**src/design/nat_pkg.sv**
```systemverilog
// Shared types, constants and helpers for the NAT session table.
package nat_pkg;

   localparam int TABLE_ENTRIES = 64;
   localparam int SLOT_W        = $clog2(TABLE_ENTRIES);
   localparam int ADDR_W        = SLOT_W + 1;
   localparam int DEPTH         = 2 * TABLE_ENTRIES;
   localparam int SLOT_INDEX_W  = 6;

   localparam logic [SLOT_W-1:0] LAST_SLOT  = SLOT_W'(TABLE_ENTRIES - 1);
   localparam logic [SLOT_W-1:0] FIRST_SLOT = '0;

   localparam logic [1:0] OP_OUTBOUND = 2'd0;
   localparam logic [1:0] OP_INBOUND  = 2'd1;
   localparam logic [1:0] OP_INSERT   = 2'd2;

   typedef struct packed {
      logic [1:0]  opcode;
      logic        table_select;
      logic [31:0] remote_ip;
      logic [15:0] remote_port;
      logic [31:0] local_ip;
      logic [15:0] local_port;
      logic [31:0] public_ip;
      logic [15:0] public_port;
      logic [31:0] expire_time;
   } req_type;

   typedef struct packed {
      logic                    found;
      logic [SLOT_INDEX_W-1:0] slot_index;
      logic                    evicted;
      logic [31:0]             entry_remote_ip;
      logic [15:0]             entry_remote_port;
      logic [31:0]             entry_local_ip;
      logic [15:0]             entry_local_port;
      logic [31:0]             entry_public_ip;
      logic [15:0]             entry_public_port;
      logic [31:0]             entry_expiry;
   } rsp_type;

   typedef struct packed {
      logic [31:0] remote_ip;
      logic [15:0] remote_port;
      logic [31:0] local_ip;
      logic [15:0] local_port;
      logic [31:0] public_ip;
      logic [15:0] public_port;
      logic [31:0] expiry;
   } entry_type;

   // Result of checking one stored entry against the request.
   typedef struct packed {
      logic hit;
      logic empty;
      logic less;
   } scan_type;

   // Slot number as reported on the result, taken modulo 64.
   function automatic logic [SLOT_INDEX_W-1:0] slot_to_index(input logic [SLOT_W-1:0] slot);
      logic [SLOT_W+SLOT_INDEX_W-1:0] ext;
      ext = {{SLOT_INDEX_W{1'b0}}, slot};
      return ext[SLOT_INDEX_W-1:0];
   endfunction

endpackage

```
**src/design/nat_scan_unit.sv**
```systemverilog
// Shared compare unit: matches one stored entry against the request keys.
module nat_scan_unit import nat_pkg::*; (
   input  entry_type   entry,
   input  req_type     key,
   input  logic [31:0] min_expiry,
   output scan_type    result
);

   logic remote_match;
   logic side_match;

   assign remote_match = (entry.remote_ip == key.remote_ip) &&
                         (entry.remote_port == key.remote_port);

   // Outbound keys on the inside host, inbound on the public address.
   assign side_match = (key.opcode == OP_OUTBOUND) ?
      ((entry.local_ip == key.local_ip) && (entry.local_port == key.local_port)) :
      ((entry.public_ip == key.public_ip) && (entry.public_port == key.public_port));

   assign result.hit   = remote_match && side_match;
   assign result.empty = (entry.remote_ip == 32'd0);
   assign result.less  = (entry.expiry < min_expiry);

endmodule

```
**config.mk**
```make
export PLATFORM = sky130hd
export DESIGN_NAME = nat_scan_unit
export DESIGN_NICKNAME = d
export VERILOG_FILES = /design/src/design/nat_pkg.sv /design/src/design/nat_scan_unit.sv
export SDC_FILE = /design/constraint.sdc
export NUM_CORES = 1
export LEC_CHECK = 0
export BUFFER_PORTS_ARGS = -buffer_cell sky130_fd_sc_hd__buf_2
export CAP_MARGIN = 20
export CORE_AREA = 3 3 152 154
export DETAILED_ROUTE_END_ITERATION = 16
export DIE_AREA = 0 0 155 157
export GPL_TIMING_DRIVEN = 0
export PLACE_DENSITY = 0.36
export SETUP_SLACK_MARGIN = 0.1
export SLEW_MARGIN = 20
export SYNTH_ARGS = -nofsm -noshare
export SYNTH_HDL_FRONTEND = slang
export SYNTH_SLANG_ARGS = --single-unit
```
**constraint.sdc**
```tcl
create_clock -name vclk -period 1.54
set_input_delay 0.077 -clock vclk [all_inputs]
set_output_delay 0.077 -clock vclk [all_outputs]
set_load 0.01 [all_outputs]
```
==> results_dict.tcl <==
set metrics [dict create \
    dr.first_iter.drc_count 95 \
    start_util_pct 11.13 \
    synth_top_area_share_pct 27.39 \
    drtPass1Iterations 4 \
    ys_top_cells_by_area "xor2_1 (27%), xnor2_1 (25%), ha_1 (16%)" \
    p_sw_w 0.0005172 \
    layout_common_cells "buf_2 (354), xor2_1 (76), xnor2_1 (67)" \
    drc_errors 0 \
    critPathRequiredTime_ns 1.46 \
    nClkBuffers 0 \
    max_freq_mhz 505.9 \
    rows 54 \
    nets 1085 \
    worst_pin_slew_ns 0.6035 \
    syn_area_mm2 0.002430 \
    post_synth.cell_area_avg_um2 7.889 \
    gr-usage-met1_pct 13.33 \
    die_y_um 157 \
    status "complete, but fails checks" \
    critPathLaunchType "input port" \
    busiest_layer "met2" \
    hp-start "entry[149]" \
    grt_use_met3_pct 1.512 \
    stdcell_area_mm2 0.004762 \
    clockPowerShare_pct 0 \
    grt_pass1_wl_mm 20.16 \
    routedWlPerCell_um 15.84 \
    p_leak_nw 2.485 \
    hold_buffers 0 \
    viasPerCell 3.722 \
    die_x_um 155 \
    syn2layout_area_growth_pct 95.98 \
    drive_gt1_share_pct 57.44 \
    slew_headroom_pct 59.40 \
    gp_congestion 0.8456 \
    hpwl_mm 14.53 \
    syn_inst 308 \
    yosys_warnings 0 \
    dp_slack_ns -0.6876 \
    holdCritPathClass "in2out" \
    critical_path_arrival_ns 1.90 \
    numSequentialCells 0 \
    tns_ns -0.5108 \
    setup_violations 2 \
    p_per_area_mw_per_mm2 246.6 \
    netlist.top_cell.by_area "xor2_1" \
    postCtsSetupBuffers 0 \
    p_int_w 0.0006571 \
    setup.worst_path.start "key[72]" \
    synthesis.nets 726 \
    fin_crit_sh_pct 128.4 \
    setup_ws_ns -0.4367 \
    num_io_pins 390 \
    peakVddDrop_mv 0.05795 \
    crit_fanout 1 \
    rsz0062_at_grt "yes" \
    p_total_w 0.001174 \
    seq_area_um2 0 \
    p_comb_share_pct 100.0 \
    wirelength_mm 15.03 \
    grtUsageTotal_pct 10.94 \
    grt.overflow.total 0 \
    drv_slew 0 \
    final_common_cell "buf_2" \
    min_period_ns 1.977 \
    hold_viol 0 \
    critical_path_class "in2out" \
    io_buffer_count 357 \
    vias 3532 \
    end_kind "output port" \
    grt_pass1_vias 3617 \
    ys_seq_area_share_pct 0 \
    fin_util_pct 21.82 \
    antenna_found_initial 4 \
    grt_max_degree 4 \
    drtAntennaViolNets 0 \
    dieArea_mm2 0.02434 \
    core_mm2 0.02182 \
    ys_types 24 \
    violations "negative setup slack" \
    seqPwrFrac_pct 0 \
    switching_share_pct 44.04 \
    grt_use_met2_pct 21.35 \
    placedInstanceArea_mm2 0.004588 \
    cap_violations 0 \
]
-- kinds of logic after synthesis --
logic type / count (synthesis) / synth area share [%]
compound gates: 28 / 8.136
xor+xnor: 144 / 51.91
fa+ha+maj: 31 / 15.96
buf+inv: 31 / 4.789
simple gates: 74 / 19.21
-- path summary, 6_finish.rpt --
kind               endpoint  cells past startpoint  slack (ns)
setup / recovery  result[2]                      8       -0.44
hold / removal    result[1]                      5        0.55
-- final cells by class --
type	count	area, um^2
Antenna cell	4	10.01
Fill cell	2496	17060
Inverter	31	118.9
Multi-Input combinational cell	277	2481
Tap cell	280	350.3
Timing Repair Buffer	357	1802
-- cells in the mapped netlist, types with 2 or more instances --
library cell / count
nand3_1: 4
nor3_1: 3
o21ai_0: 2
xor2_1: 76
xnor2_1: 68
a221oi_1: 2
inv_1: 31
a21oi_1: 7
a21o_1: 10
ha_1: 31
nor2_1: 3
nor4_1: 30
a211oi_1: 3
nand4_1: 27
nand2_1: 2
-- critical path, cell delays in order --
cell and delay, ns:
buf_2 0.12, xnor2_2 0.18, nand4_1 0.13, nor4_2 0.30, nand4_1 0.15, or4_4 0.47
a2111oi_4 0.29, buf_4 0.18
-- metrics by stage --
step / hold slack (ns) / std cells
after floorplan: 0.2880 / 308
after global placement: 0.5367 / 945
after detailed placement: 0.5463 / 945
after CTS: 0.5480 / 945
after global routing: 0.5929 / 946
final: 0.5463 / 949
-- what timing repair did --
action,CTS,global route
resized for setup,19,8
pin swaps,8,5
setup endpoints to repair,2,2
-- power groups by stage --
stage / sequential (W) / combinational [W] / clock [W]
6_report: 0 / 0.00117 / 0.000000000349
4_1_cts: 0 / 0.00116 / 0
3_5_place_dp: 0 / 0.00112 / 0
3_3_place_gp: 0 / 0.00112 / 0
2_1_floorplan: 0 / 0.000469 / 0
5_1_grt: 0 / 0.00130 / 0.0000000000869
-- metal layers --
| metal | share of wire [%] | wire, um |
|---|---|---|
| met5 | 0.27 | 40 |
| met3 | 8.3 | 1253 |
| met4 | 0.27 | 40 |
| met1 | 38 | 5698 |
| met2 | 53 | 8002 |
(Power assumes the default switching activity.)
